===== src/hdl/pdcd_pkg.sv =====
// Shared constants and types for the peak-detect column decimator.
// No dependencies; imported by the core.
package pdcd_pkg;

   localparam int MAX_COLUMNS = 4096;
   localparam int SAMPLE_BITS = 16;
   localparam int COL_W       = 12;
   localparam int ACC_W       = 48;
   localparam int CSR_IDX_W   = 3;
   localparam int CSR_DATA_W  = 32;

   typedef enum logic [CSR_IDX_W-1:0] {
      CSR_SAMPLE_FORMAT = 3'd0,
      CSR_PLOT_MODE     = 3'd1,
      CSR_STEP_FIXED    = 3'd2,
      CSR_HEIGHT_SCALE  = 3'd3,
      CSR_COLUMN_COUNT  = 3'd4
   } csr_index_type;

   localparam logic        RST_SAMPLE_FORMAT = 1'b1;
   localparam logic        RST_PLOT_MODE     = 1'b0;
   localparam logic [31:0] RST_STEP_FIXED    = 32'd65536;
   localparam logic [27:0] RST_HEIGHT_SCALE  = 28'd65536;
   localparam logic [12:0] RST_COLUMN_COUNT  = 13'd640;

   localparam logic signed [SAMPLE_BITS-1:0] SAMPLE_MIN = {1'b1, {(SAMPLE_BITS-1){1'b0}}};
   localparam logic signed [SAMPLE_BITS-1:0] SAMPLE_MAX = {1'b0, {(SAMPLE_BITS-1){1'b1}}};

endpackage


===== src/hdl/peak_detect_column_decimator_core.sv =====
// Peak-detect column decimator: maps a sample stream onto display columns.
// Depends on pdcd_pkg for constants and register index codes.
//
//   channel  dir  handshake             payload
//   req      in   req_tvalid/tready     tdata = sample, tlast = last_sample
//   rsp      out  rsp_tvalid/tready     tdata = column,y_top,y_bottom; tuser = first;
//                                       tlast = last
//   csr      in   csr_we                csr_index, csr_wdata
//
// One word is accepted per cycle while req_tready is high; it goes through the input
// register, the min/max, accumulator and height multiply logic and the result
// register. In min/max mode, words that close no column and are not last give no
// result; in point mode every word gives one. Reset (synchronous, active high) clears
// the plot state and loads the register defaults. While rsp_tready is low the result
// holds and the input register takes one more word before req_tready drops.
module peak_detect_column_decimator_core
   import pdcd_pkg::*;
(
   input  logic                  clock,
   input  logic                  reset,
   input  logic                  req_tvalid,
   output logic                  req_tready,
   input  logic [15:0]           req_tdata,   // [15:0] sample
   input  logic                  req_tlast,
   output logic                  rsp_tvalid,
   input  logic                  rsp_tready,
   output logic [47:0]           rsp_tdata,   // [11:0] column, [27:12] y_top,
                                              // [43:28] y_bottom, [47:44] zero
   output logic                  rsp_tuser,   // [0] first
   output logic                  rsp_tlast,
   input  logic                  csr_we,
   input  logic [CSR_IDX_W-1:0]  csr_index,
   input  logic [CSR_DATA_W-1:0] csr_wdata
);

   // configuration
   logic        fmt16_ff;
   logic        mode_ff;
   logic [31:0] step_ff;
   logic [27:0] scale_ff;
   logic [12:0] count_ff;

   // input stage
   logic                          in_valid_ff;
   logic signed [SAMPLE_BITS-1:0] in_sample_ff;
   logic                          in_last_ff;

   // plot state
   logic signed [SAMPLE_BITS-1:0] run_max_ff, run_max_in;
   logic signed [SAMPLE_BITS-1:0] run_min_ff, run_min_in;
   logic [COL_W-1:0]              col_ff, col_in;
   logic [ACC_W-1:0]              acc_ff, acc_in;
   logic [31:0]                   scnt_ff, scnt_in;
   logic                          started_ff, started_in;

   // result stage
   logic                          out_valid_ff;
   logic [COL_W-1:0]              out_col_ff, out_col_in;
   logic signed [15:0]            out_top_ff, out_top_in;
   logic signed [15:0]            out_bot_ff, out_bot_in;
   logic                          out_first_ff;
   logic                          out_last_ff;

   logic                          advance;
   logic                          proc;
   logic                          produce;
   logic signed [SAMPLE_BITS-1:0] value;
   logic signed [SAMPLE_BITS-1:0] new_max, new_min, top_src;
   logic [ACC_W-1:0]              acc_eff, acc_rnd, acc_step;
   logic [12:0]                   ncol;
   logic [COL_W-1:0]              last_col;
   logic [31:0]                   point_full, bound;
   logic [COL_W-1:0]              point_col;
   logic                          close;
   logic                          rnd_top;
   logic signed [15:0]            y_top, y_bot;

   // Negated, scaled height: w*scale in Q16, optional half added, truncation
   // toward zero, then negate and saturate.
   function automatic logic signed [15:0] height_of(input logic signed [15:0] w,
                                                    input logic [27:0] scale,
                                                    input logic rnd);
      logic signed [45:0] v;
      logic signed [45:0] adj;
      logic signed [29:0] q;
      logic signed [30:0] y;
      logic signed [15:0] res;
      v = 46'(w) * 46'($signed({1'b0, scale}));
      if (rnd) v = v + 46'sd32768;
      adj = v[45] ? v + 46'sd65535 : v;
      q = adj[45:16];
      y = -31'(q);
      if (y > 31'sd32767) res = 16'sh7FFF;
      else if (y < -31'sd32768) res = 16'sh8000;
      else res = y[15:0];
      return res;
   endfunction

   assign advance    = !out_valid_ff || rsp_tready;
   assign proc       = in_valid_ff && advance;
   assign req_tready = !in_valid_ff || advance;

   always_comb begin
      value    = fmt16_ff ? in_sample_ff : {8'b0, in_sample_ff[7:0]};
      acc_eff  = (scnt_ff == 32'd0) ? (mode_ff ? '0 : {16'b0, step_ff}) : acc_ff;
      acc_rnd  = acc_eff + 48'd32768;
      acc_step = acc_eff + {16'b0, step_ff};
      new_max  = (value > run_max_ff) ? value : run_max_ff;
      new_min  = (value < run_min_ff) ? value : run_min_ff;

      if (count_ff > 13'(MAX_COLUMNS)) ncol = 13'(MAX_COLUMNS);
      else if (count_ff == 13'd0) ncol = 13'd1;
      else ncol = count_ff;
      last_col = COL_W'(ncol - 13'd1);

      point_full = acc_rnd[47:16];
      point_col  = (point_full > {20'b0, last_col}) ? last_col : point_full[COL_W-1:0];
      bound      = fmt16_ff ? acc_rnd[47:16] : acc_eff[47:16];
      close      = ({1'b0, scnt_ff} + 33'd1) >= {1'b0, bound};

      top_src = mode_ff ? value : new_max;
      rnd_top = mode_ff || fmt16_ff;
      y_top   = height_of(top_src, scale_ff, rnd_top);
      y_bot   = height_of(new_min, scale_ff, fmt16_ff);
   end

   always_comb begin
      produce    = 1'b0;
      out_col_in = col_ff;
      out_top_in = y_top;
      out_bot_in = y_bot;
      run_max_in = run_max_ff;
      run_min_in = run_min_ff;
      col_in     = col_ff;
      acc_in     = acc_eff;
      scnt_in    = (scnt_ff == 32'hFFFF_FFFF) ? scnt_ff : scnt_ff + 32'd1;
      started_in = started_ff;

      if (mode_ff) begin
         produce    = 1'b1;
         out_col_in = point_col;
         out_bot_in = y_top;
         acc_in     = acc_step;
      end else begin
         run_max_in = new_max;
         run_min_in = new_min;
         if (in_last_ff) begin
            produce = 1'b1;
         end else if (col_ff < last_col && close) begin
            // close the column and start a fresh min/max
            produce    = 1'b1;
            run_max_in = SAMPLE_MIN;
            run_min_in = SAMPLE_MAX;
            col_in     = col_ff + COL_W'(1);
            acc_in     = acc_step;
         end
      end

      if (produce) started_in = 1'b1;
      if (in_last_ff) begin
         run_max_in = SAMPLE_MIN;
         run_min_in = SAMPLE_MAX;
         col_in     = '0;
         scnt_in    = '0;
         started_in = 1'b0;
      end
   end

   always_ff @(posedge clock) begin
      if (reset) begin
         fmt16_ff <= RST_SAMPLE_FORMAT;
         mode_ff  <= RST_PLOT_MODE;
         step_ff  <= RST_STEP_FIXED;
         scale_ff <= RST_HEIGHT_SCALE;
         count_ff <= RST_COLUMN_COUNT;
      end else if (csr_we) begin
         unique case (csr_index)
            CSR_SAMPLE_FORMAT: fmt16_ff <= csr_wdata[0];
            CSR_PLOT_MODE:     mode_ff  <= csr_wdata[0];
            CSR_STEP_FIXED:    step_ff  <= csr_wdata[31:0];
            CSR_HEIGHT_SCALE:  scale_ff <= csr_wdata[27:0];
            CSR_COLUMN_COUNT:  count_ff <= csr_wdata[12:0];
            default: ;
         endcase
      end
   end

   always_ff @(posedge clock) begin
      if (reset) begin
         in_valid_ff <= 1'b0;
      end else if (req_tvalid && req_tready) begin
         in_valid_ff <= 1'b1;
      end else if (proc) begin
         in_valid_ff <= 1'b0;
      end
      if (req_tvalid && req_tready) begin
         in_sample_ff <= req_tdata;
         in_last_ff   <= req_tlast;
      end
   end

   always_ff @(posedge clock) begin
      if (reset) begin
         run_max_ff <= SAMPLE_MIN;
         run_min_ff <= SAMPLE_MAX;
         col_ff     <= '0;
         acc_ff     <= {16'b0, RST_STEP_FIXED};
         scnt_ff    <= '0;
         started_ff <= 1'b0;
      end else if (proc) begin
         run_max_ff <= run_max_in;
         run_min_ff <= run_min_in;
         col_ff     <= col_in;
         acc_ff     <= acc_in;
         scnt_ff    <= scnt_in;
         started_ff <= started_in;
      end
   end

   always_ff @(posedge clock) begin
      if (reset) begin
         out_valid_ff <= 1'b0;
      end else if (proc && produce) begin
         out_valid_ff <= 1'b1;
      end else if (rsp_tready) begin
         out_valid_ff <= 1'b0;
      end
      if (proc && produce) begin
         out_col_ff   <= out_col_in;
         out_top_ff   <= out_top_in;
         out_bot_ff   <= out_bot_in;
         out_first_ff <= !started_ff;
         out_last_ff  <= in_last_ff;
      end
   end

   assign rsp_tvalid = out_valid_ff;
   assign rsp_tdata  = {4'b0, out_bot_ff, out_top_ff, out_col_ff};
   assign rsp_tuser  = out_first_ff;
   assign rsp_tlast  = out_last_ff;

`ifndef SYNTHESIS
   a_idle_plot_clean: assert property (@(posedge clock) disable iff (reset)
      scnt_ff == 32'd0 |-> !started_ff && run_max_ff == SAMPLE_MIN
                           && run_min_ff == SAMPLE_MAX && col_ff == '0)
      else $error("plot state not cleared while no sample is counted");

   a_last_ends_plot: assert property (@(posedge clock) disable iff (reset)
      proc && in_last_ff |=> !started_ff && scnt_ff == 32'd0 && rsp_tvalid && rsp_tlast)
      else $error("last sample did not end the plot");

   a_point_emits: assert property (@(posedge clock) disable iff (reset)
      proc && mode_ff |=> rsp_tvalid)
      else $error("point mode sample produced no result");

   a_input_hold: assert property (@(posedge clock) disable iff (reset)
      in_valid_ff && !advance |=> in_valid_ff && $stable(in_sample_ff)
                                  && $stable(in_last_ff))
      else $error("stalled input word lost");
`endif

endmodule

===== config.mk =====
export PLATFORM = sky130hd
export DESIGN_NAME = peak_detect_column_decimator_core
export DESIGN_NICKNAME = d
export VERILOG_FILES = /design/src/hdl/pdcd_pkg.sv /design/src/hdl/peak_detect_column_decimator_core.sv
export SDC_FILE = /design/constraint.sdc
export NUM_CORES = 2
export LEC_CHECK = 0
export ABC_AREA = 1
export BUFFER_PORTS_ARGS = -buffer_cell sky130_fd_sc_hd__buf_2
export CAP_MARGIN = 20
export CORE_MARGIN = 2
export CORE_UTILIZATION = 30
export DETAILED_ROUTE_END_ITERATION = 12
export SLEW_MARGIN = 20
export SYNTH_ARGS = -nofsm -noshare
export SYNTH_HDL_FRONTEND = slang
export SYNTH_SLANG_ARGS = --single-unit

===== constraint.sdc =====
create_clock -name clock -period 11.55 [get_ports clock]
set_clock_uncertainty 0.1 [all_clocks]
set_input_delay 1.7325 -clock clock [delete_from_list [all_inputs] [get_ports clock]]
set_output_delay 1.7325 -clock clock [all_outputs]
set_load 0.005 [all_outputs]

# Word level (Yosys, flattened, before mapping)
# Index checks and enable logic that the tools add are counted.
# op_classes
add_sub_neg,12
n_mul,2
magnitude_cmp,10
eq_ne,7
mux,43
reduce_logical,26
# ops
operator,count
16-bit 2-to-1 mux,15
48-bit 2-to-1 mux,4
46-bit 2-to-1 mux,4
32-bit 2-to-1 mux,4
45-bit by 17-bit adder with 46-bit output (second input constant),2
46-bit by 17-bit adder with 46-bit output (second input constant),2
16-bit by 29-bit multiplier with 45-bit output,2
12-bit 2-to-1 mux,7
31-bit by 16-bit greater-than comparator with 1-bit output (second input constant),2
31-bit by 16-bit < comparator with 1-bit output (second input constant),2
30-bit negation with 31-bit output,2
48-bit by 16-bit adder with 48-bit output (second input constant),1
48-bit by 32-bit adder with 48-bit output,1
32-bit by 1-bit adder with 33-bit output (second input constant),1
33-bit by 32-bit >= comparator with 1-bit output,1
32-bit by 1-bit adder with 32-bit output (second input constant),1
32-bit == test (second input constant),1
32-bit by 12-bit greater-than comparator with 1-bit output,1
32-bit zero test,1
16-bit greater-than comparator,1
16-bit < comparator,1
2-bit AND reduction,8
13-bit greater-than comparator (second input constant),1
13-bit zero test,1
other kinds (15),34
# totals
ff_bits,265
in_bits,57
out_inout_bits,52
wordCells,120

# Logic depth before layout (Yosys ltp)
# logic_depth
ltp_word,14
mapped_depth,76
ltp_nobuf,73

# Worst setup path after synthesis
# No wires, ideal clock.
# synth_timing
path_type,register to register
start,register fmt16_ff
end,"register out_bot_ff[10], data pin"
setup_time_ns,0.252
t_arrival_ns,10.246
required_ns,11.198
slack_ns,0.952
stages_incl_launch_ff,70
path_buffers,7
synth_period_minus_slack_ns,10.598
cell_sequence,dfxtp_1 -> buf_2 -> clkbuf_1 -> nand2_1 -> inv_1 -> ha_1 -> nand3_1 -> nand2_1 -> o21bai_1 -> a21oi_1 -> nand3_1 -> nand2_1 -> clkbuf_1 -> buf_1 -> o21ai_1 -> inv_1 -> clkbuf_1 -> nand2_1 -> [34 not listed] -> nand3_1 -> nor2_2 -> nand3_2 -> nor2_1 -> nand3_1 -> nor2_2 -> nand2_1 -> nand2_1 -> nand2_1 -> nor2_1 -> nand3_1 -> nor2_1 -> nand3_2 -> nand2_4 -> buf_6 -> nand2_1 -> nand2_1 -> nand2_1
# synth_between
elab_chain_cells,14
word_cells_on_any_way,28
classes_between,add/sub: 6; mul: 2; order compare: 6; mux: 13; reduce/logical: 1
# synth_rtl
item,line_no,text
from (decl),peak_detect_column_decimator_core.sv:37,logic fmt16_ff;
from (signal assigned),peak_detect_column_decimator_core.sv:178,CSR_SAMPLE_FORMAT: fmt16_ff <= csr_wdata[0];
16-bit 2-to-1 mux,peak_detect_column_decimator_core.sv:104,"value = fmt16_ff ? in_sample_ff : {8'b0, in_sample_ff[7:0]};"
16-bit greater-than comparator,peak_detect_column_decimator_core.sv:108,new_max = (value > run_max_ff) ? value : run_max_ff;
16-bit 2-to-1 mux,peak_detect_column_decimator_core.sv:108,
16-bit 2-to-1 mux,peak_detect_column_decimator_core.sv:121,top_src = mode_ff ? value : new_max;
16-bit by 29-bit multiplier with 45-bit output,peak_detect_column_decimator_core.sv:88,"v = 46'(w) * 46'($signed({1'b0, scale}));"
45-bit by 17-bit adder with 46-bit output,peak_detect_column_decimator_core.sv:89,if (rnd) v = v + 46'sd32768;
46-bit 2-to-1 mux,peak_detect_column_decimator_core.sv:89,
46-bit by 17-bit adder with 46-bit output,peak_detect_column_decimator_core.sv:90,adj = v[45] ? v + 46'sd65535 : v;
46-bit 2-to-1 mux,peak_detect_column_decimator_core.sv:90,
30-bit negation with 31-bit output,peak_detect_column_decimator_core.sv:92,y = -31'(q);
31-bit by 16-bit < comparator with 1-bit output,peak_detect_column_decimator_core.sv:94,else if (y < -31'sd32768) res = 16'sh8000;
16-bit 2-to-1 mux,peak_detect_column_decimator_core.sv:94,
16-bit 2-to-1 mux,peak_detect_column_decimator_core.sv:93,if (y > 31'sd32767) res = 16'sh7FFF;
16-bit 2-to-1 mux *,peak_detect_column_decimator_core.sv:139,if (mode_ff) begin
net out_bot_in[10],peak_detect_column_decimator_core.sv:60,"logic signed [15:0] out_bot_ff, out_bot_in;"
to (signal assigned),peak_detect_column_decimator_core.sv:231,out_bot_ff <= out_bot_in;
to (decl),peak_detect_column_decimator_core.sv:60,
# Mark *: on every way through the listed nets, which the timed path passes. The rest lies on a longest branch.
# A chain may end at the register's enable or synchronous reset.

# Final worst setup path
# layout_timing
start,register fmt16_ff
end,"register out_bot_ff[9], data pin"
# layout_between
elab_chain_cells,14
word_cells_on_any_way,28
classes_between,add/sub: 6; mul: 2; order compare: 6; mux: 13; reduce/logical: 1
# layout_rtl
item,line_no,text
16-bit 2-to-1 mux,peak_detect_column_decimator_core.sv:104,
16-bit greater-than comparator,peak_detect_column_decimator_core.sv:108,
16-bit 2-to-1 mux,peak_detect_column_decimator_core.sv:108,
16-bit 2-to-1 mux,peak_detect_column_decimator_core.sv:121,
16-bit by 29-bit multiplier with 45-bit output,peak_detect_column_decimator_core.sv:88,
45-bit by 17-bit adder with 46-bit output,peak_detect_column_decimator_core.sv:89,
46-bit 2-to-1 mux *,peak_detect_column_decimator_core.sv:89,
46-bit by 17-bit adder with 46-bit output,peak_detect_column_decimator_core.sv:90,
46-bit 2-to-1 mux *,peak_detect_column_decimator_core.sv:90,
30-bit negation with 31-bit output *,peak_detect_column_decimator_core.sv:92,
31-bit by 16-bit < comparator with 1-bit output,peak_detect_column_decimator_core.sv:94,
16-bit 2-to-1 mux,peak_detect_column_decimator_core.sv:94,
16-bit 2-to-1 mux *,peak_detect_column_decimator_core.sv:93,
net out_top_in[9],peak_detect_column_decimator_core.sv:59,"logic signed [15:0] out_top_ff, out_top_in;"
16-bit 2-to-1 mux *,peak_detect_column_decimator_core.sv:139,
net out_bot_in[9],peak_detect_column_decimator_core.sv:60,
# Marked as above.

==> reports/metrics.cfg <==
[status]
status=complete, no violations

[yosys]
post_synth_instance_area_mm2=0.05592
register_area_share_after_synthesis=0.1061
postSynth.asyncResetShare=0
post_synthesis_share_of_cell_area_spent_on_full_adders_half_adders_and_majority_gates=0.3528
synth-compound-area-share=0.06732
synth.lib_cells_used.distinct=68
dominantRegCellSynth=dfxtp_1
number_of_enable_flip_flop_cells_after_synthesis=63
combinational_family_with_the_most_area_after_synthesis=adder cells
synth_xor_xnor_area_share=0.02130
syn-instance-count=8315
multiplexer_area_fraction_after_synthesis=0
ys.warnings.count=0
synth_area_per_cell_um2=6.725
synth_simple_gate_area_frac=0.3201
synth_seq_cells=265

[detailed_routing]
ant_nets=0
post_detailed_routing_wire_length_mm=202.6
drt_drc_violations_left=0
wire_per_inst_um=18.45
vias=54140
post_drt_via_cell_ratio=4.929
first_pass_iters=6
drtIter0Drc=4285

[setup_path]
critical_path.max_fanout=19
rrSetupSlack_ps=560
critical_path_arrival_ps=11210
rr_worst_depth=67
cp-end-kind=flip-flop
crit-reg2reg-launch=fmt16_ff
cpMostUsedCell=nand2_1
critical_path.reg2reg.endpoint=out_bot_ff[9]
required_time_worst_endpoint_ps=11770
crit_path_end=out_bot_ff[9]
cpPeakStageDelay_ps=640
crit_path_start_kind=flip-flop
path_class=reg -> reg
crit_slowest_cell=fa_2
cp-startpoint=fmt16_ff

[sta]
finalSetupViolCount=0
post_route_setup_slack_ps=562.9
maxSlewHeadroom=0.2686
worst_slew_pin_slew_ps=1094
fin_tns_setup_ps=0
fin_crit_ps=10990
layout_worst_path_cycle_share=0.9513
finalMaxSlewViolations=0
hold_violations=0
rsz0062_at_grt=yes
fin_worst_hold_slack_ps=363.6
fmax_mhz=91.02

[power]
swShare=0.6317
p_seq_frac=0.056
total_internal_power_mw=7.097
vdd_ir_drop_max_mv=0.2989
p_comb_frac=0.882
power.density_cell_area_mw_per_mm2=305.2
power.net_switching_mw=12.17
total_leakage_power_nw=32.25
clkPwrFrac=0.062

[placement]
dpl-instance-area_mm2=0.06036
post-place-ws_ps=-191.6
place_hpwl_mm=163.0
port_buffers=104
numPlacedInstances=10870
gp_congestion=0.9676

[final_layout]
synthToLayoutAreaGrowth_pct=12.91
finish.cell_count_without_fillers=10980
fin_nets=9672
layout_cell_share_with_drive_strength_beyond_1=0.1191
stdcell_area_mm2=0.06314
fill_cells=19990

[cts]
numCtsBuffers=35
clk-insertion-delay-late_ps=600
clock_tree_from_tritoncts=yes
tritoncts_num_sinks=265
hold_buffers=0
clk_pin_slew_ps=60
clock_tree.htree_level_count=2
ctsRootBufferMaster=clkbuf_16
maximum_buffer_depth_of_the_clock_tree=3

[worst_hold_path]
hp-class=reg -> reg
min_path_cells=2

[grt]
first_global_vias=53770
grt_antenna_before_repair=7
global_route_wire_length_before_repair_mm=311.3
grt_max_degree=81
global_route.usage.total=0.2091
grt.overflow.total=0

[die]
dieHeight_um=435.8
floorplan.die.width_um=435.8
initial_core_util=0.3019
placement_rows=158
placeableCoreArea_mm2=0.1852
die_outline_area_mm2=0.1899
num_io_pins=109

[run]
cap_viol_max_count=0

==> through the flow <==
stage                       util  total power, mW
after CTS                 0.3328            18.41
after detailed placement  0.3259            17.13
after global placement    0.3259            17.09
after global routing      0.3408            21.25
final                     0.3409            19.27
after floorplan                -            12.10
==> flip-flops by register name, indices dropped and copies added (netlist names), 28 cells and up <==
signal	count
scale_ff	28
step_ff	32
scnt_ff	32
acc_ff	48
==> area by class of cell <==
class                   count  area [um2]  area share
diodes                      5       12.51   0.0001982
clock inverters            19       267.8    0.004241
clock buffers              44       950.9     0.01506
repair buffers            375        2860     0.04530
well taps                2480        3103     0.04914
inverters                1682        6352      0.1006
multi-input cells        6111       43630      0.6910
flip-flops and latches    265        5941     0.09409
repair inverters            3       21.27   0.0003369
==> power by group through the flow <==
stage,Sequential (mW),Clock [mW],Combinational (mW)
2_1_floorplan,1.09,0,11.0
3_3_place_gp,1.11,0,16.0
3_5_place_dp,1.11,0,16.0
4_1_cts,1.09,1.22,16.1
5_1_grt,1.09,1.26,18.9
6_report,1.09,1.19,17.0
==> cell usage in the layout, fill, tap and decap left out, types with 20 or more instances in the layout <==
cell,synthesis,routed
nand3_2,30,35
clkinv_1,22,23
clkbuf_16,0,37
a21oi_1,288,274
nor2_2,70,101
nand2_1,2307,2264
nand4_1,129,129
o21ai_1,34,39
buf_4,6,240
nand2_4,14,20
nand3_1,385,377
dfxtp_1,202,200
nor3_1,58,55
inv_2,50,67
buf_2,12,103
edfxtp_1,63,63
o21ai_0,226,202
ha_1,417,386
fa_1,725,718
inv_1,1610,1588
nor4_1,20,20
xor2_1,93,89
o211ai_1,39,39
xnor2_1,38,38
nor2_4,35,67
nor2_1,909,846
nand2_2,123,159
==> layer usage <==
| metal | up-vias | global-route usage | wire [um] |
|---|---|---|---|
| met1 | 26070 | 0.2749 | 85880 |
| met3 | 382 | 0.04252 | 17740 |
| met5 | - | 0 | 81 |
| met4 | 14 | 0.05886 | 7028 |
| met2 | 2051 | 0.3460 | 91900 |
| li1 | 25620 | - | - |
==> Yosys cell counts, drive strengths merged (22+ instances only) <==
master / n / area, um2
nand4: 133 / 865.8
o21ai: 260 / 1301
inv: 1660 / 6231
nor3: 64 / 350.3
clkinv: 22 / 82.58
a21oi: 292 / 1476
o211ai: 39 / 292.8
edfxtp: 63 / 1892
xor2: 93 / 814.5
buf: 47 / 279.0
fa: 725 / 14510
nand2: 2444 / 9587
nand3: 420 / 2315
dfxtp: 202 / 4044
nor4: 22 / 158.9
xnor2: 40 / 376.6
clkbuf: 214 / 803.3
nor2: 1017 / 4304
ha: 417 / 5218
==> timing repair <==
item	4_1_cts	5_1_grt
setup buffers	3	34
resized for setup	12	318
setup endpoints to repair	30	32
cloned	0	5
pin swaps	0	27
==> cells by family (layout without fill, tap and decap cells) <==
kind of cell    count (synthesis)  count (layout)
fa+ha+maj                    1142            1142
other cells                     1               9
simple gates                 4147            4148
xor+xnor                      133             133
buf+inv                      1943            2123
compound gates                684             684
flops                         265             265
==> worst min path at each step <==
stage,slack (ps),to,from
after CTS,360,started_ff,started_ff
after detailed placement,350,rsp_tuser,started_ff
final,360,acc_ff[30],acc_ff[30]
after global placement,350,started_ff,started_ff
after floorplan,330,started_ff,started_ff
after global routing,380,acc_ff[6],acc_ff[6]
==> worst max-delay path: cells and delay by family, from the launching register on <==
family                     cells  cell delay [ps]
AOI/OAI and AO/OA              1               70
adders and majority gates      8             3970
buffers and inverters         13             1590
DFF                            1              380
and+or+nand+nor               45             4590
No activity file was read; power rests on OpenSTA's default activity.
